==> src/sv/ocr_pkg.sv <==
`timescale 1ns / 1ps
// Shared types and constants for the object code relocator.
// No dependencies; every file but ocr_ram imports this package.
package ocr_pkg;

  localparam int unsigned SYMBOL_SLOTS_DEF = 256;
  localparam int unsigned QUEUE_DEPTH      = 2;

  // Configuration port
  localparam int unsigned CFG_INDEX_W = 2;
  localparam int unsigned CFG_DATA_W  = 32;
  localparam logic [CFG_INDEX_W-1:0] REG_TEXT_BASE = 2'd0;
  localparam logic [CFG_INDEX_W-1:0] REG_DATA_BASE = 2'd1;
  localparam logic [CFG_INDEX_W-1:0] REG_BSS_BASE  = 2'd2;

  // Relocation codes of a first word
  localparam logic [15:0] RELOC_ABS     = 16'd0;
  localparam logic [15:0] RELOC_ABS_ALT = 16'd7;
  localparam logic [15:0] RELOC_LONG    = 16'd5;

  // Long types carried by the second word
  localparam logic [15:0] LONG_NONE    = 16'd0;
  localparam logic [15:0] LONG_DATA    = 16'd1;
  localparam logic [15:0] LONG_TEXT    = 16'd2;
  localparam logic [15:0] LONG_BSS     = 16'd3;
  localparam logic [2:0]  LONG_EXT_TAG = 3'd4;

  // Result status codes
  localparam logic [1:0] STATUS_OK       = 2'd0;
  localparam logic [1:0] STATUS_BAD_CODE = 2'd1;
  localparam logic [1:0] STATUS_BAD_LONG = 2'd2;

  typedef enum logic [2:0] {
    ADD_NONE,
    ADD_DATA,
    ADD_TEXT,
    ADD_BSS,
    ADD_EXT
  } add_sel_t;

  // One classified request handed from the front to the back.
  typedef struct packed {
    logic        pair;
    logic [1:0]  status;
    logic [31:0] whole;
    add_sel_t    sel;
    logic [31:0] ext_val;
  } ocr_op_t;

endpackage

==> src/sv/ocr_queue.sv <==
`timescale 1ns / 1ps
// Short register queue of classified requests between front and back.
// Depends on ocr_pkg for the request type and depth.
module ocr_queue import ocr_pkg::*; (
  input  logic    clk,
  input  logic    rst_n,
  input  logic    push,
  input  ocr_op_t push_data,
  output logic    full,
  input  logic    pop,
  output logic    not_empty,
  output ocr_op_t pop_data
);

  localparam int unsigned PW = (QUEUE_DEPTH > 1) ? $clog2(QUEUE_DEPTH) : 1;
  localparam int unsigned CW = $clog2(QUEUE_DEPTH + 1);

  ocr_op_t        slot_r [QUEUE_DEPTH];
  logic [PW-1:0]  wr_ptr_r, wr_ptr_nxt;
  logic [PW-1:0]  rd_ptr_r, rd_ptr_nxt;
  logic [CW-1:0]  count_r, count_nxt;

  assign full      = (count_r == CW'(QUEUE_DEPTH));
  assign not_empty = (count_r != '0);
  assign pop_data  = slot_r[rd_ptr_r];

  always_comb begin
    wr_ptr_nxt = wr_ptr_r;
    rd_ptr_nxt = rd_ptr_r;
    count_nxt  = count_r;
    if (push) begin
      wr_ptr_nxt = (wr_ptr_r == PW'(QUEUE_DEPTH - 1)) ? '0 : wr_ptr_r + 1'b1;
    end
    if (pop) begin
      rd_ptr_nxt = (rd_ptr_r == PW'(QUEUE_DEPTH - 1)) ? '0 : rd_ptr_r + 1'b1;
    end
    if (push && !pop) begin
      count_nxt = count_r + 1'b1;
    end else if (pop && !push) begin
      count_nxt = count_r - 1'b1;
    end
  end

  always_ff @(posedge clk) begin
    if (!rst_n) begin
      wr_ptr_r <= '0;
      rd_ptr_r <= '0;
      count_r  <= '0;
    end else begin
      wr_ptr_r <= wr_ptr_nxt;
      rd_ptr_r <= rd_ptr_nxt;
      count_r  <= count_nxt;
    end
  end

  always_ff @(posedge clk) begin
    if (push) begin
      slot_r[wr_ptr_r] <= push_data;
    end
  end

endmodule

==> config.mk <==
export PLATFORM = sky130hd
export DESIGN_NAME = ocr_queue
export DESIGN_NICKNAME = d
export VERILOG_FILES = /design/src/sv/ocr_pkg.sv /design/src/sv/ocr_queue.sv
export SDC_FILE = /design/constraint.sdc
export NUM_CORES = 1
export LEC_CHECK = 0
export BUFFER_PORTS_ARGS = -buffer_cell sky130_fd_sc_hd__clkbuf_2
export CAP_MARGIN = 20
export CORE_MARGIN = 8
export CORE_UTILIZATION = 55
export DETAILED_ROUTE_END_ITERATION = 8
export HOLD_SLACK_MARGIN = 0.02
export PLACE_DENSITY_LB_ADDON = 0.1
export SLEW_MARGIN = 40
export SYNTH_ARGS = -nofsm -noshare
export SYNTH_HDL_FRONTEND = slang
export SYNTH_SLANG_ARGS = --single-unit
==> constraint.sdc <==
create_clock -name clk -period 10.2 [get_ports clk]
set_input_delay 0.51 -clock clk [delete_from_list [all_inputs] [get_ports clk]]
set_output_delay 0.51 -clock clk [all_outputs]
set_load 0.05 [all_outputs]
==> summary.md, run 1 <==
| Metric | Value |
|---|---|
| Status | `completed` |
| Multiplexer share of the synthesized area | `14.9%` |
| Final setup fails | `0` |
| Num CTS Buffers | `17` |
| P&R area growth vs syn | `28.0%` |
| Count of input and output buffers | `145` |
| Synth Area in Compound Gates | `0.378%` |
| Cell Area, Synth | `0.00530 mm2` |
| Simple-gate area share of the yosys netlist | `1.11%` |
| Post-Route WL | `~9700 um` |
| Root Driver | `clkbuf_8` |
| Largest net degree at the start of global routing | `57` |
| CP peak stage delay | `0.66 ns` |
| Starting Density | `55.5%` |
| Initial antenna violation count | `0` |
| Commonest non-fill, non-tap cell in the layout | `clkbuf_2` |
| Clk buf depth | `2` |
| Buffer count from post-CTS setup fixing | `0` |
| CTS tree | `done` |
| Post-synthesis register bit count | `145` |
| Mapped Cells | `240` |
| Max transition margin | `48.0%` |
| Core Area | `0.00955 mm2` |
| Vias in the first global route | `3057` |
| Mapped Nets | `roughly 320` |
| Min-delay src | `push_data[32]` |
| Worst Setup End Kind | `output pin` |
| Total track usage | `15.4%` |
| Reg2reg end | `slot_r[0][46]$_DFFE_PP_` |
| NumNets Final | `474` |
| DRT iter0 DRCs | `158` |
| Tightest Pin Transition | `0.780 ns` |
| Wirelength per Cell | `17.8 um` |
| Hold Path Stages | `1` |
| Post-synthesis xor/xnor area fraction | `less than 1%` |
| Hold buffers post-CTS | `0` |
| Final hold viol count | `0` |
| ANT nets after route | `0` |
| Fillers | `660` |
| Yosys warnings | `0` |
| Critical path type | `flip-flop to output pin` |
| M2 GR Usage | `26.8%` |
| Global Route met3 Usage | `5.64%` |
| CTS Sinks | `roughly 150` |
| WP data arrival | `2.10 ns` |
| Max Slew Vio Count | `0` |
| Router iterations before antenna repair | `4` |
| Required time of the worst setup path | `9.69 ns` |
| Fin Clk Skew | `0.00500 ns` |
| Worst hold path class | `primary input to flip-flop` |
| Final Core Density | `71.0%` |
| Area of the die | `0.0130 mm2` |
| Vias per inst | `4.97` |
| Post-synthesis adder-cell area fraction | `0.236%` |
| R2r setup slk | `roughly 8.4 ns` |
| RSZ-0062 raised after global routing | `false` |
| RePlAce Congestion | `about 0.66` |
| Worst-Skew Late Latency | `roughly 0.51 ns` |
| Largest family of logic cells by synthesized area | `multiplexers` |
| Layout cells sized above 1 | `roughly three fifths` |
| Max IR drop VDD | `roughly 0.13 mV` |
| Setup_tns | `0 ns` |
| Grt peak-use layer | `met2` |
| Mean Syn Cell Area | `22.1 um2` |
| Fin crit period | `roughly 2.6 ns` |
| Inserted Diodes | `0` |
| Most frequent cells in the layout | `clkbuf_2, edfxtp_1, mux2_2` |
| Sequential area share after synthesis | `approximately 81%` |
| Die X | `114 um` |
| Reg-to-Reg Start | `wr_ptr_r$_SDFFE_PN0P_` |
| Hold Crit Endpoint | `slot_r[1][32]$_DFFE_PP_` |
| First-pass GRT wire length | `14900 um` |
| H-tree lvl count | `4` |
| Power Total | `around 0.0016 W` |
| Overflow after GRT | `0` |
| Via Count | `approximately 2700` |
| Startpoint Class | `flip-flop` |
| FF-to-FF path depth | `2` |
| Max Fanout on Critical Path | `37` |
| PwrDens | `230 mW/mm2` |
| FP Rows | `36` |
| Yosys cell types | `17` |
| Post-route design area | `0.00678 mm2` |
| LEAKAGE | `around 2.6 nW` |
| Dpl cell area | `0.00617 mm2` |
| Worst hold slack | `0.187 ns` |
| Post-CTS resize count | `0` |
| Fmax | `about 0.38 GHz` |
| DRC | `0` |
| Met1 usage | `16.1%` |
| # IOs | `146` |
| CP cell instances | `buf_12 -> mux2_2 -> clkbuf_2` |
| Cell at the slowest stage of the critical path | `dfxtp_4` |
| Number of max-cap violations | `0` |
| Reg clk slew, reported paths | `0.06 ns` |
| Die H | `between 100 and 150 um` |
| Fin crit share | `25.5%` |
| Post-DP HPWL | `6550 um` |
-- Yosys cell counts --
cell	n	area, um2
a21boi_1	1	7.51
and2_1	4	25.0
and2b_2	1	8.76
buf_2	1	5.00
buf_6	7	78.8
dfxtp_1	5	100
edfxtp_1	140	4200
ha_1	1	12.5
inv_1	1	3.75
mux2_2	70	788
nor2b_1	2	12.5
o21a_1	1	7.51
o21ai_0	1	5.00
or2_2	1	6.26
or3_1	1	6.26
xnor2_1	1	8.76
xor2_1	2	17.5
-- metal layers --
| metal | vias to the layer above | share of wire, % |
|---|---|---|
| li1 | 1271 | - |
| met1 | 1338 | 39 |
| met2 | 87 | 53 |
| met3 | 11 | 6.7 |
| met4 | 0 | 1.4 |
| met5 | - | 0 |
-- registers in the layout, summed over array words and instances (netlist names), named ones only --
signal,flops
rd_ptr_r,1
slot_r,140
wr_ptr_r,1
count_r,2
-- cell families (layout without fill, tap and decap cells) --
group,count (synthesis),in the layout
compound gates,3,3
fa+ha+maj,1,1
xor+xnor,3,3
mux,70,70
buf+inv,9,181
flops,145,145
simple gates,9,9
-- worst max-delay path: cells and delay by family (launching register included) --
| kind | cells | cell delay (ns) |
|---|---|---|
| muxes | 1 | 0.37 |
| buffers and inverters | 2 | 0.52 |
| DFF | 1 | 0.66 |
-- layout make-up --
cell class / count / area (um2) / area share, %
sequential: 145 / 4310 / 63.5
multi-input combinational: 86 / 916 / 13.5
timing repair buffer: 148 / 773 / 11.4
clock buffer: 20 / 425 / 6.27
clock inverter: 12 / 189 / 2.79
tap: 133 / 166 / 2.45
inverter: 1 / 3.75 / 0.0554
-- report_power, final --
group          switching (W)  total [W]  internal, W
clock network       0.000217   0.000635     0.000419
registers          0.0000129   0.000701     0.000688
logic               0.000156   0.000221    0.0000642
total               0.000386    0.00156      0.00117
-- per-stage QoR --
stage	setup WS, ns	instances
global placement	7.99	511
floorplan	6.08	240
CTS	7.53	545
global route	7.48	545
finish	7.59	545
detailed placement	7.99	513
-- how the worst max path moves through the flow --
| stage | from | to | slack [ns] | depth (start not counted) |
|---|---|---|---|---|
| global route | flip-flop | pop_data[30] | 7.48 | 3 |
| finish | flip-flop | pop_data[30] | 7.59 | 3 |
| detailed placement | push | slot_r[0][69]$_DFFE_PP_ | 7.99 | 3 |
| CTS | flip-flop | pop_data[53] | 7.53 | 3 |
| global placement | flip-flop | pop_data[37] | 7.99 | 2 |
| floorplan | push | slot_r[0][0]$_DFFE_PP_ | 6.08 | 1 |
Power figures use the tool's default switching activity.
==> run 2, diff against run 1 <==
--- a/config.mk
+++ b/config.mk
@@ -5,10 +5,11 @@
 export SDC_FILE = /design/constraint.sdc
 export NUM_CORES = 1
 export LEC_CHECK = 0
+export ABC_AREA = 1
 export BUFFER_PORTS_ARGS = -buffer_cell sky130_fd_sc_hd__clkbuf_2
 export CAP_MARGIN = 20
 export CORE_MARGIN = 8
-export CORE_UTILIZATION = 55
+export CORE_UTILIZATION = 47
 export DETAILED_ROUTE_END_ITERATION = 8
 export HOLD_SLACK_MARGIN = 0.02
 export PLACE_DENSITY_LB_ADDON = 0.1
==> constraint.sdc (replaced) <==
create_clock -name clk -period 2.1 [get_ports clk]
set_input_delay 0.105 -clock clk [delete_from_list [all_inputs] [get_ports clk]]
set_output_delay 0.105 -clock clk [all_outputs]
set_load 0.05 [all_outputs]
==> summary.md, run 2 <==
| Metric | Value |
|---|---|
| Status | `completed` |
| Max Fanout on Critical Path | `39` |
| Comb pwr share | `15.2%` |
| Tightest Pin Transition | `about 0.59 ns` |
| Yosys top cell by area | `edfxtp_1` |
| Post-DP HPWL | `approximately 6900 um` |
| Fin Clk Skew | `0.00401 ns` |
| Mapped Cells | `253` |
| Top reg by flops | `slot_r` |
| Count of input and output buffers | `145` |
| Hold Crit Endpoint | `slot_r[0][4]$_DFFE_PP_` |
| Vias per inst | `4.66` |
| Yosys warnings | `0` |
| Die H | `125 um` |
| Fin crit period | `1.77 ns` |
| Post-synth top cells | `edfxtp_1, mux2_4, nand2_1, inv_1, nor2_1` |
| Fin crit share | `84.2%` |
| NumNets Final | `about 560` |
| Router iterations before antenna repair | `4` |
| Min-delay src | `push_data[4]` |
| Internal | `0.00598 W` |
| Root Driver | `clkbuf_16` |
| Top cells by area, synth | `edfxtp_1, mux2_4, buf_12, dfxtp_1, nand2_1` |
| # IOs | `roughly 150` |
| Grt peak-use layer | `met2` |
| Num CTS Buffers | `17` |
| Reg-to-Reg Start | `wr_ptr_r$_SDFFE_PN0P_` |
| Pre-CTS setup slack | `0.579 ns` |
| RSZ-0062 raised after global routing | `false` |
| Commonest non-fill, non-tap cell in the layout | `clkbuf_2` |
| Clk buf depth | `2` |
| Power Total | `just under 0.008 W` |
| Via Count | `3021` |
| Startpoint Class | `flip-flop` |
| PwrDens | `994 mW/mm2` |
| FP Rows | `40` |
| Post-Route WL | `10700 um` |
| Setup_tns | `0 ns` |
| Sw Share | `between 20% and 30%` |
| Worst hold path class | `primary input to flip-flop` |
| R2r setup slk | `~0.61 ns` |
| First-pass GRT wire length | `16600 um` |
| Clock power frac | `a little over two fifths` |
| Required time of the worst setup path | `2.00 ns` |
| Sw Pwr | `0.00185 W` |
| Sequential area share after synthesis | `76.4%` |
| Final WS setup | `0.332 ns` |
| Final setup fails | `0` |
| Final hold viol count | `0` |
| Area of the die | `0.0157 mm2` |
| Initial antenna violation count | `0` |
| Top_reg_cell synth | `edfxtp_1` |
| Fmax | `0.566 GHz` |
| Top-area cell type share of the netlist area | `74.6%` |
| Layout cells sized above 1 | `roughly half` |
| Flip-flop count of the largest register after layout | `140` |
| Met1 usage | `13.5%` |
| Vias in the first global route | `3351` |
| Post-CTS resize count | `0` |
| Async S/R FF share, synth | `0%` |
| Starting Density | `a little under half` |
| Yosys cell types | `13` |
| CTS tree | `done` |
| LEAKAGE | `approximately 3.2 nW` |
| P&R area growth vs syn | `39.8%` |
| Number of synthesized flops with an enable pin | `140` |
| Buffer count from post-CTS setup fixing | `0` |
| CTS Sinks | `145` |
| Worst hold slack | `0.423 ns` |
| Hold buffers post-CTS | `73` |
| FF-to-FF path depth | `3` |
| Total track usage | `13.8%` |
| Reg2reg end | `slot_r[1][14]$_DFFE_PP_` |
| Max IR drop VDD | `0.728 mV` |
| Top-count cell post-synth | `edfxtp_1` |
| Number of max-cap violations | `0` |
| Die X | `125 um` |
| RePlAce Congestion | `0.701` |
| Max transition margin | `60.9%` |
| Overflow after GRT | `0` |
| M2 GR Usage | `about a quarter` |
| Critical path type | `flip-flop to output pin` |
| WP data arrival | `~1.7 ns` |
| ANT nets after route | `0` |
| Mean Syn Cell Area | `22.3 um2` |
| H-tree lvl count | `4` |
| Wirelength per Cell | `16.5 um` |
| Sequential Power Share | `43.3%` |
| Largest registers | `slot_r: 140 flops, count_r: 2 flops` |
| Largest net degree at the start of global routing | `43` |
| DRC | `0` |
| Worst Setup End Kind | `output pin` |
| Max Slew Vio Count | `0` |
| Reg clk slew, reported paths | `~0.060 ns` |
| Global Route met3 Usage | `6.80%` |
| Inserted Diodes | `0` |
| Mapped Nets | `328` |
| Worst-Skew Late Latency | `0.41 ns` |
| Core Area | `0.0119 mm2` |
| Cell Area, Synth | `around 0.0056 mm2` |
| DRT iter0 DRCs | `161` |
| Hold Path Stages | `2` |
| Post-synthesis register bit count | `145` |
| Most frequent cells in the layout | `clkbuf_2, edfxtp_1, dlygate4sd3_1` |
## run 2: cell types whose count changed in the layout (fill, tap and decap cells not counted), moves of 2 or more
cell           delta
nand2_1           +9
mux2_4           +70
clkinv_2          +2
xor2_1            -2
buf_12            +2
dlygate4sd3_1    +73
and2_1            -3
nor2_1            +7
clkbuf_1          -3
mux2_2           -70
inv_1             +6
clkinv_1          +2
## run 2: how the worst max path moves through the flow
stage | from | slack, ns | cells past startpoint | end
after floorplan | wr_ptr_r$_SDFFE_PN0P_ | 0.25 | 2 | slot_r[1][0]$_DFFE_PP_
final | flip-flop | 0.33 | 3 | pop_data[35]
after CTS | flip-flop | 0.28 | 3 | pop_data[52]
after global placement | wr_ptr_r$_SDFFE_PN0P_ | 0.60 | 3 | slot_r[1][23]$_DFFE_PP_
after global routing | flip-flop | 0.26 | 3 | pop_data[21]
after detailed placement | wr_ptr_r$_SDFFE_PN0P_ | 0.58 | 3 | slot_r[1][23]$_DFFE_PP_
## run 2: critical path, stage by stage (launching register included)
cell,delay [ns]
dfxtp_4,0.37
buf_12,0.29
mux2_4,0.34
clkbuf_2,0.24
## run 2: area by class of cell
cell class	count	area, um2
Clock buffer	17	425
Clock inverter	15	220
Fill cell	793	3980
Inverter	8	33.8
Multi-Input combinational cell	92	1160
Sequential cell	145	4310
Tap cell	147	184
Timing Repair Buffer	224	1550
## run 2: logic make-up (layout without fill, tap and decap cells)
family,after synthesis,in the layout,synth area share (%)
DFF,145,145,76.4
and+or+nand+nor,19,19,1.33
AOI/OAI and AO/OA,2,2,0.177
buffers and inverters,16,264,3.22
muxes,70,70,18.7
adders and majority gates,1,1,0.222
## run 2: layer usage
metal / up-vias / share of wire, %
met5: - / 0
met4: 0 / 1.4
met2: 100 / 52
li1: 1447 / -
met1: 1462 / 39
met3: 12 / 8.0
## run 2: metrics by stage
stage          instances  instance area [um2]  util [%]
5_1_grt              648                 7880      66.4
3_3_place_gp         543                 6500      54.8
6_report             648                 7880      66.4
4_1_cts              648                 7880      66.4
3_5_place_dp         543                 6500      54.8
2_1_floorplan        253                 5650         -
## run 2: power groups by stage
stage	sequential, W	combinational (W)	clock [W]
final	0.00339	0.00119	0.00325
after global placement	0.00344	0.00109	0
after detailed placement	0.00345	0.00109	0
after CTS	0.00339	0.00120	0.00333
after floorplan	0.00344	0.000860	0
after global routing	0.00340	0.00125	0.00344
