### src/sv/ocr_pkg.sv
`timescale 1ns / 1ps
// Shared types and constants for the object code relocator.
// No dependencies; every file but ocr_ram imports this package.
package ocr_pkg;

  localparam int unsigned SYMBOL_SLOTS_DEF = 256;
  localparam int unsigned QUEUE_DEPTH      = 2;

  // Configuration port
  localparam int unsigned CFG_INDEX_W = 2;
  localparam int unsigned CFG_DATA_W  = 32;
  localparam logic [CFG_INDEX_W-1:0] REG_TEXT_BASE = 2'd0;
  localparam logic [CFG_INDEX_W-1:0] REG_DATA_BASE = 2'd1;
  localparam logic [CFG_INDEX_W-1:0] REG_BSS_BASE  = 2'd2;

  // Relocation codes of a first word
  localparam logic [15:0] RELOC_ABS     = 16'd0;
  localparam logic [15:0] RELOC_ABS_ALT = 16'd7;
  localparam logic [15:0] RELOC_LONG    = 16'd5;

  // Long types carried by the second word
  localparam logic [15:0] LONG_NONE    = 16'd0;
  localparam logic [15:0] LONG_DATA    = 16'd1;
  localparam logic [15:0] LONG_TEXT    = 16'd2;
  localparam logic [15:0] LONG_BSS     = 16'd3;
  localparam logic [2:0]  LONG_EXT_TAG = 3'd4;

  // Result status codes
  localparam logic [1:0] STATUS_OK       = 2'd0;
  localparam logic [1:0] STATUS_BAD_CODE = 2'd1;
  localparam logic [1:0] STATUS_BAD_LONG = 2'd2;

  typedef enum logic [2:0] {
    ADD_NONE,
    ADD_DATA,
    ADD_TEXT,
    ADD_BSS,
    ADD_EXT
  } add_sel_t;

  // One classified request handed from the front to the back.
  typedef struct packed {
    logic        pair;
    logic [1:0]  status;
    logic [31:0] whole;
    add_sel_t    sel;
    logic [31:0] ext_val;
  } ocr_op_t;

endpackage

### src/sv/ocr_back.sv
`timescale 1ns / 1ps
// Back end: holds the section bases, adds the addend to a long and drives the
// result register, splitting a long into its two words. Depends on ocr_pkg.
module ocr_back import ocr_pkg::*; (
  input  logic                   clk,
  input  logic                   rst_n,
  input  logic                   cfg_we,
  input  logic [CFG_INDEX_W-1:0] cfg_index,
  input  logic [CFG_DATA_W-1:0]  cfg_wdata,
  input  logic                   q_valid,
  input  ocr_op_t                q_data,
  output logic                   q_pop,
  output logic                   out_valid,
  input  logic                   out_stall,
  output logic [15:0]            out_word,
  output logic [1:0]             out_status,
  output logic                   out_last
);

  logic [31:0] text_base_r, data_base_r, bss_base_r;
  logic        out_valid_r, out_valid_nxt;
  logic [15:0] out_word_r, out_word_nxt;
  logic [1:0]  out_status_r, out_status_nxt;
  logic        out_last_r, out_last_nxt;
  logic        lo_pend_r, lo_pend_nxt;
  logic [15:0] lo_word_r, lo_word_nxt;
  logic        out_load;
  logic [31:0] addend, sum;

  always_ff @(posedge clk) begin
    if (!rst_n) begin
      text_base_r <= '0;
      data_base_r <= '0;
      bss_base_r  <= '0;
    end else if (cfg_we) begin
      unique case (cfg_index)
        REG_TEXT_BASE: text_base_r <= cfg_wdata;
        REG_DATA_BASE: data_base_r <= cfg_wdata;
        REG_BSS_BASE:  bss_base_r  <= cfg_wdata;
        default: ;
      endcase
    end
  end

  always_comb begin
    unique case (q_data.sel)
      ADD_DATA: addend = data_base_r;
      ADD_TEXT: addend = text_base_r;
      ADD_BSS:  addend = bss_base_r;
      ADD_EXT:  addend = q_data.ext_val;
      default:  addend = '0;
    endcase
  end

  assign sum      = q_data.whole + addend;
  assign out_load = !out_valid_r || !out_stall;
  assign q_pop    = out_load && !lo_pend_r && q_valid;

  always_comb begin
    out_valid_nxt  = out_valid_r;
    out_word_nxt   = out_word_r;
    out_status_nxt = out_status_r;
    out_last_nxt   = out_last_r;
    lo_pend_nxt    = lo_pend_r;
    lo_word_nxt    = lo_word_r;
    if (out_load) begin
      if (lo_pend_r) begin
        // Low word of a long; status is the one shown with the high word.
        out_valid_nxt = 1'b1;
        out_word_nxt  = lo_word_r;
        out_last_nxt  = 1'b1;
        lo_pend_nxt   = 1'b0;
      end else if (q_pop) begin
        out_valid_nxt  = 1'b1;
        out_status_nxt = q_data.status;
        if (q_data.pair) begin
          out_word_nxt = sum[31:16];
          out_last_nxt = 1'b0;
          lo_word_nxt  = sum[15:0];
          lo_pend_nxt  = 1'b1;
        end else begin
          out_word_nxt = q_data.whole[15:0];
          out_last_nxt = 1'b1;
        end
      end else begin
        out_valid_nxt = 1'b0;
      end
    end
  end

  always_ff @(posedge clk) begin
    if (!rst_n) begin
      out_valid_r <= 1'b0;
      lo_pend_r   <= 1'b0;
    end else begin
      out_valid_r <= out_valid_nxt;
      lo_pend_r   <= lo_pend_nxt;
    end
  end

  always_ff @(posedge clk) begin
    out_word_r   <= out_word_nxt;
    out_status_r <= out_status_nxt;
    out_last_r   <= out_last_nxt;
    lo_word_r    <= lo_word_nxt;
  end

  assign out_valid  = out_valid_r;
  assign out_word   = out_word_r;
  assign out_status = out_status_r;
  assign out_last   = out_last_r;

  // A held low word always sits behind a high word on the output.
  a_lo_behind_hi: assert property (@(posedge clk) disable iff (!rst_n)
    lo_pend_r |-> (out_valid_r && !out_last_r))
    else $error("low word pending without a high word on the output");

  // Once the high word is taken, the low word follows in the next cycle.
  a_lo_follows: assert property (@(posedge clk) disable iff (!rst_n)
    (out_valid_r && !out_last_r && !out_stall) |=> (out_valid_r && out_last_r))
    else $error("low word did not follow its high word");

  // An empty output takes queued work at once.
  a_no_bubble: assert property (@(posedge clk) disable iff (!rst_n)
    (q_valid && !out_valid_r) |=> out_valid_r)
    else $error("queued request left waiting behind an empty output");

endmodule

### config.mk
export PLATFORM = sky130hd
export DESIGN_NAME = ocr_back
export DESIGN_NICKNAME = d
export VERILOG_FILES = /design/src/sv/ocr_pkg.sv /design/src/sv/ocr_back.sv
export SDC_FILE = /design/constraint.sdc
export NUM_CORES = 1
export LEC_CHECK = 0
export ABC_AREA = 1
export BUFFER_PORTS_ARGS = -buffer_cell sky130_fd_sc_hd__buf_2
export CELL_PAD_IN_SITES_DETAIL_PLACEMENT = 0
export CELL_PAD_IN_SITES_GLOBAL_PLACEMENT = 1
export CORE_MARGIN = 2
export CORE_UTILIZATION = 30
export DETAILED_ROUTE_END_ITERATION = 7
export PLACE_DENSITY_LB_ADDON = 0.1
export SYNTH_ARGS = -nofsm -noshare
export SYNTH_HDL_FRONTEND = slang
export SYNTH_SLANG_ARGS = --single-unit
### constraint.sdc
create_clock -name clk -period 3.5 [get_ports clk]
set_clock_uncertainty 0.15 [all_clocks]
set_input_delay 0.525 -clock clk [delete_from_list [all_inputs] [get_ports clk]]
set_output_delay 0.525 -clock clk [all_outputs]
set_load 0.005 [all_outputs]
==> results of run 1 <==
==> registers in the layout, summed over array words and instances (netlist names) <==
signal       count
bss_base_r      32
data_base_r     32
text_base_r     32
lo_word_r       16
out_word        16
out_status       2
lo_pend_r        1
out_last         1
out_valid        1
==> synth_stat cells <==
cell	instances	area share
a21oi_1	55	0.035
a21o_1	1	0.00095
a31oi_1	1	0.00079
a22oi_1	16	0.015
fa_1	1	0.0025
o21ai_1	4	0.0025
a22o_1	1	0.0011
nand3b_1	4	0.0038
o21bai_1	3	0.0028
nand3_1	73	0.046
clkbuf_1	40	0.019
nand2_1	303	0.14
ha_1	31	0.049
nor3_2	2	0.0025
nand2_2	4	0.0032
o21ai_0	95	0.060
buf_1	1	0.00047
inv_1	164	0.078
buf_2	7	0.0044
edfxtp_1	35	0.13
xor2_1	13	0.014
nand3_2	5	0.0063
o2111ai_1	30	0.033
inv_2	3	0.0014
xnor2_1	1	0.0011
nor3_1	6	0.0038
dfxtp_1	98	0.25
nor2_1	172	0.082
nand4_1	5	0.0040
nor2_2	3	0.0024
==> placed cells by master (no fill, tap or decap), types with 3 or more instances in the layout <==
| cell | instances |
|---|---|
| nand2_1 | 303 |
| nor2_1 | 170 |
| inv_1 | 164 |
| buf_2 | 129 |
| dfxtp_1 | 98 |
| o21ai_0 | 95 |
| nand3_1 | 73 |
| a21oi_1 | 54 |
| edfxtp_1 | 35 |
| ha_1 | 31 |
| o2111ai_1 | 30 |
| clkbuf_16 | 17 |
| a22oi_1 | 16 |
| buf_4 | 15 |
| xor2_1 | 13 |
| inv_6 | 7 |
| nor3_1 | 6 |
| nand3_2 | 5 |
| nor2_2 | 5 |
| nand4_1 | 5 |
| buf_12 | 5 |
| nand2_2 | 4 |
| nand3b_1 | 4 |
| o21ai_1 | 4 |
| inv_2 | 3 |
| o21bai_1 | 3 |
==> logic make-up after synthesis <==
| logic type | share of synthesized area |
|---|---|
| fa+ha+maj | 0.0516 |
| buf+inv | 0.103 |
| simple gates | 0.297 |
| compound gates | 0.152 |
| flops | 0.381 |
| xor+xnor | 0.0155 |
==> worst min path at each step <==
stage                                start                          end  slack (ns)  cells past startpoint
2_1_floorplan   bss_base_r[1]$_SDFFE_PN0P_   bss_base_r[1]$_SDFFE_PN0P_        0.27                      2
3_3_place_gp   bss_base_r[22]$_SDFFE_PN0P_  bss_base_r[22]$_SDFFE_PN0P_        0.29                      2
3_5_place_dp   bss_base_r[17]$_SDFFE_PN0P_  bss_base_r[17]$_SDFFE_PN0P_        0.29                      2
4_1_cts                         q_data[68]      out_status[1]$_DFFE_PP_        0.11                      1
5_1_grt                         q_data[68]      out_status[1]$_DFFE_PP_        0.11                      1
6_report                        q_data[68]      out_status[1]$_DFFE_PP_        0.13                      1
==> through the flow <==
stage	instances	worst slack [ns]	instance area (µm²)
after floorplan	1177	0.394	7910
after global placement	1613	-0.141	9020
after detailed placement	1613	-0.111	9020
after CTS	1645	0.327	9610
after global routing	1645	0.190	9610
final	1645	0.342	9610
==> final cells by class <==
type | count | area (µm²)
clock inverters | 14 | 163
multi-input cells | 829 | 4100
well taps | 335 | 419
fillers | 2868 | 16400
repair buffers | 149 | 858
inverters | 167 | 627
clock buffers | 18 | 429
flip-flops and latches | 133 | 3010
==> routing by layer <==
layer,vias up,routed length [µm],share of wire
met3,11,1200,0.043
met5,-,0,0
met2,182,13300,0.47
met4,0,295,0.010
li1,4051,-,-
met1,3624,13400,0.48
==> critical path: cells and delay by family <==
family	cells	cell delay, ns
AND/OR/NAND/NOR	10	1.44
buffers and inverters	3	0.53
adder cells (fa/ha/maj)	1	0.46
AO/OA/AOI/OAI	1	0.21
==> power by group through the flow <==
stage / Combinational [µW] / Sequential (µW) / Clock, µW
floorplan: 428 / 1750 / 0
global placement: 737 / 1760 / 0
detailed placement: 737 / 1760 / 0
CTS: 739 / 1730 / 1910
global route: 820 / 1730 / 1980
finish: 731 / 1730 / 1870
==> flow_summary.toml, run 1 <==
[floorplanning]
core_um2 = 26000
die_area_um2 = 27700
pin_count = 130
die_x_um = 166
num_rows = 59
initial_core_util = 0.304
dieHeight_um = 166

[setup_path]
path_max_fanout = 15
slowest_delay_ns = 0.46
critical_path_class = "in2reg"
reg2reg_slack_ns = 0.67
critPathCaptureType = "register"
crit_end = "out_word[11]$_DFFE_PP_"
critPathLaunchType = "input port"
critical_path_required_ns = 3.52
arrival_ns = 3.17
worstReg2RegStart = "bss_base_r[0]$_SDFFE_PN0P_"
slowest_stage = "ha_1"
worstRegToRegCells = 15
worstReg2RegEnd = "out_word[12]$_DFFE_PP_"
crit_start = "q_data[34]"
cpMostUsedCell = "nand2_1"
path_cells = "buf_2, inv_1, nand3_2, buf_4, o2111ai_1, ha_1, nand2_1, nor2_1, nand2_1, nor3_1, nand2_1, nand2_1, nand2_1, nand3_1, nand2_1"

[global_routing]
use_met1 = 0.276
use_met2 = 0.334
grt_max_degree = 52
globalRouteMet3Util = 0.0307
antenna_found_initial = 0
overflow = 0
grt_pass1_vias = 7519
grt_first_pass_wirelength_um = 42800
grt-busiest-layer = "met2"
grt_usage = 0.201

[timing]
setup_viol = 0
hold_viol = 0
rsz0062_at_grt = "no"
max_slew.worst_pin.slew_ns = 0.811
layout_min_cycle_time_ns = 3.16
relSlewSlack = 0.459
maxSlewViolCount = 0
whs_ns = 0.126
max_freq_mhz = 317
fin_tns_setup_ns = 0
post-route-period-util = 0.902

[pwr]
p_comb_frac = 0.169
power_switching_uw = 1310
p_clk_frac = 0.432
powerDensity_nw_per_um2 = 450
pwr-share-seq = 0.399
ir_worst_vdd_mv = 0.221
p_sw_frac = 0.302
total_leakage_power_uw = 0.00465
intPower_uw = 3020
finalPower_uw = 4330

[layout]
num_antenna_cells = 0
fin_nets = 1438
utilization = 0.370
area.growth.synth_to_final_pct = 21.5
drive_gt1_frac = 0.153

[cts]
cts_tree = "done"
clockRootBuffer = "clkbuf_16"
postCtsSetupBuffers = 0
cts_buffers = 17
cts_resized = 0
clockBufferDepth = 2
ctsHoldBuffers = 0
clk_pin_slew_ns = 0.07
worstSkewPairLatency_ns = 0.43
h-tree-depth = 4
clock-sinks = 133

[logic_synthesis]
ys_types = 30
syn_area_um2 = 7910
syn_nets = 1318
syn_area_per_cell_um2 = 6.72
yosysWarnings = 0
synth-seq-area-share = 0.381
synthCells = 1177
yosys_register_bits = 133

[hold_path]
holdCritPathClass = "in2reg"

[drt]
route.vias.total = 7868
dr.first_iter.drc_count = 453
drt_wl_total_um = 28200
drc = 0
viasPerCell = 4.78
dr.pass1.iters = 6
drtAntennaViolNets = 0
wl_per_cell_um = 17.1

[flow_run]
maxCapViolCount = 0

[placed_design]
post-dp-hpwl_um = 21400
place_congestion = 0.834
io_buffers = 129

[outcome]
status = "complete, no violations"
No activity file was read; power rests on OpenSTA's default activity.
==> run 2: changes to the inputs <==
- MAX_ROUTING_LAYER: default -> met4
==> run 2 against run 1 <==
  * Sequential power is essentially flat
  * Cell count is the same
  * Worst setup slack lost 0.019 ns
  * Combinational power is essentially flat
  * Critical endpoint unchanged
==> flow_summary.toml, run 2 (synthesis results as in run 1) <==
[outcome]
status = "complete, no violations"

[timing]
post-route-period-util = 0.908
max_freq_mhz = 315
max_slew.worst_pin.slew_ns = 0.787
relSlewSlack = 0.474
hold_viol = 0
rsz0062_at_grt = "no"
whs_ns = 0.125
setup_viol = 0
layout_min_cycle_time_ns = 3.18
maxSlewViolCount = 0

[global_routing]
grt_pass1_vias = 7526
grt_usage = 0.207
grt_max_degree = 52
overflow = 0
antenna_found_initial = 0
grt_first_pass_wirelength_um = 42700

[drt]
wl_per_cell_um = 17.1
met2_length_um = 13200
drtAntennaViolNets = 0
dr.pass1.iters = 5
viasPerCell = 4.75
drc = 0
drt_wl_total_um = 28100
route.met3.wl_um = 818
route.vias.total = 7818
dr.first_iter.drc_count = 492
routedLengthMet1_um = 13800
top_layer = "met4"

[pwr]
total_leakage_power_uw = 0.00465
powerDensity_nw_per_um2 = 450
ir_worst_vdd_mv = 0.222

[setup_path]
path_cells = "buf_2, inv_1, nand3_2, buf_4, o2111ai_1, ha_1, nand2_1, nor2_1, nand2_1, nor3_1, nand2_1, nand2_1, nand2_1, nand3_1, nand2_1"
crit_family = "simple AND/OR/NAND/NOR gates"
arrival_ns = 3.19
path_max_fanout = 15
slowest_stage = "ha_1"
critical_path_class = "in2reg"
critical_path_required_ns = 3.52
critPathCaptureType = "register"
path_buf_inv = 3
cpMostUsedCell = "nand2_1"
critPathLaunchType = "input port"
slowest_delay_ns = 0.46

[floorplanning]
num_rows = 59
die_area_um2 = 27700
pin_count = 130
dieHeight_um = 166
core_um2 = 26000
initial_core_util = 0.304
die_x_um = 166

[cts]
clockBufferDepth = 2
clock-sinks = 133
h-tree-depth = 4
worstSkewPairLatency_ns = 0.43
cts_buffers = 17
cts_resized = 0
clockRootBuffer = "clkbuf_16"
postCtsSetupBuffers = 0
cts_tree = "done"
clk_pin_slew_ns = 0.07
ctsHoldBuffers = 0

[layout]
final_cell_mix = "nand2_1 (303), nor2_1 (170), inv_1 (164), buf_2 (129), dfxtp_1 (98)"
nFillCells = 2868
num_antenna_cells = 0
multi_input_area_um2 = 4100
fin_nets = 1438
utilization = 0.370
area.growth.synth_to_final_pct = 21.5
fin_area_um2 = 9610
layout_commonest_cell = "nand2_1"
top_regs = "bss_base_r (32), data_base_r (32), text_base_r (32)"
seq_area_um2 = 3010
drive_gt1_frac = 0.153

[hold_path]
holdCritPathClass = "in2reg"

[placed_design]
place_congestion = 0.847
post-dp-hpwl_um = 21400
io_buffers = 129
postPlaceCellArea_um2 = 9020

[flow_run]
maxCapViolCount = 0
==> run 2: cell counts in the layout (fill, tap and decap cells not counted) <==
No cell type changed its count.
==> run 2: path summary, 6_finish.rpt <==
kind | startpoint | endpoint | slack, ns | cells past startpoint
worst max register to register | bss_base_r[0]$_SDFFE_PN0P_ | out_word[12]$_DFFE_PP_ | 0.67 | 15
worst max-delay path | q_data[34] | out_word[11]$_DFFE_PP_ | 0.32 | 15
worst min-delay path | q_data[68] | out_status[1]$_DFFE_PP_ | 0.13 | 1
worst min register to register | bss_base_r[26]$_SDFFE_PN0P_ | bss_base_r[26]$_SDFFE_PN0P_ | 0.30 | 2
==> run 2: cell type report <==
type                    instances  area share
repair buffers                149      0.0893
flip-flops and latches        133       0.313
well taps                     335      0.0436
inverters                     167      0.0652
multi-input cells             829       0.427
clock inverters                14      0.0169
clock buffers                  18      0.0446
==> run 2: metrics by stage <==
stage / total power [µW] / std cells / setup slack, ns / TNS, ns
final: 4330 / 1645 / 0.323 / 0
after global routing: 4540 / 1645 / 0.187 / 0
after CTS: 4380 / 1645 / 0.327 / 0
after detailed placement: 2500 / 1613 / -0.111 / -0.111
after global placement: 2500 / 1613 / -0.141 / -0.141
after floorplan: 2180 / 1177 / 0.394 / 0
==> run 2: worst reg2reg max path, delay by kind of cell, from the launching register on <==
| kind | cells | cell delay (ns) |
|---|---|---|
| adder cells (fa/ha/maj) | 2 | 0.74 |
| flip-flops | 1 | 0.31 |
| buffers and inverters | 3 | 0.25 |
| AND/OR/NAND/NOR | 9 | 0.78 |
| AO/OA/AOI/OAI | 1 | 0.34 |
==> run 2: power breakdown <==
part           leakage, µW  internal (µW)  total (µW)  switching, µW
combinational      0.00323            255         731            476
sequential         0.00114           1690        1730           35.9
clock             0.000286           1070        1870            798
total              0.00465           3020        4330           1310
==> run 2: metal layers <==
metal  track usage  vias to the layer above
met5             -                        -
met4        0.0469                        0
met3        0.0288                       14
met2         0.332                      134
met1         0.278                     3616
li1              -                     4054
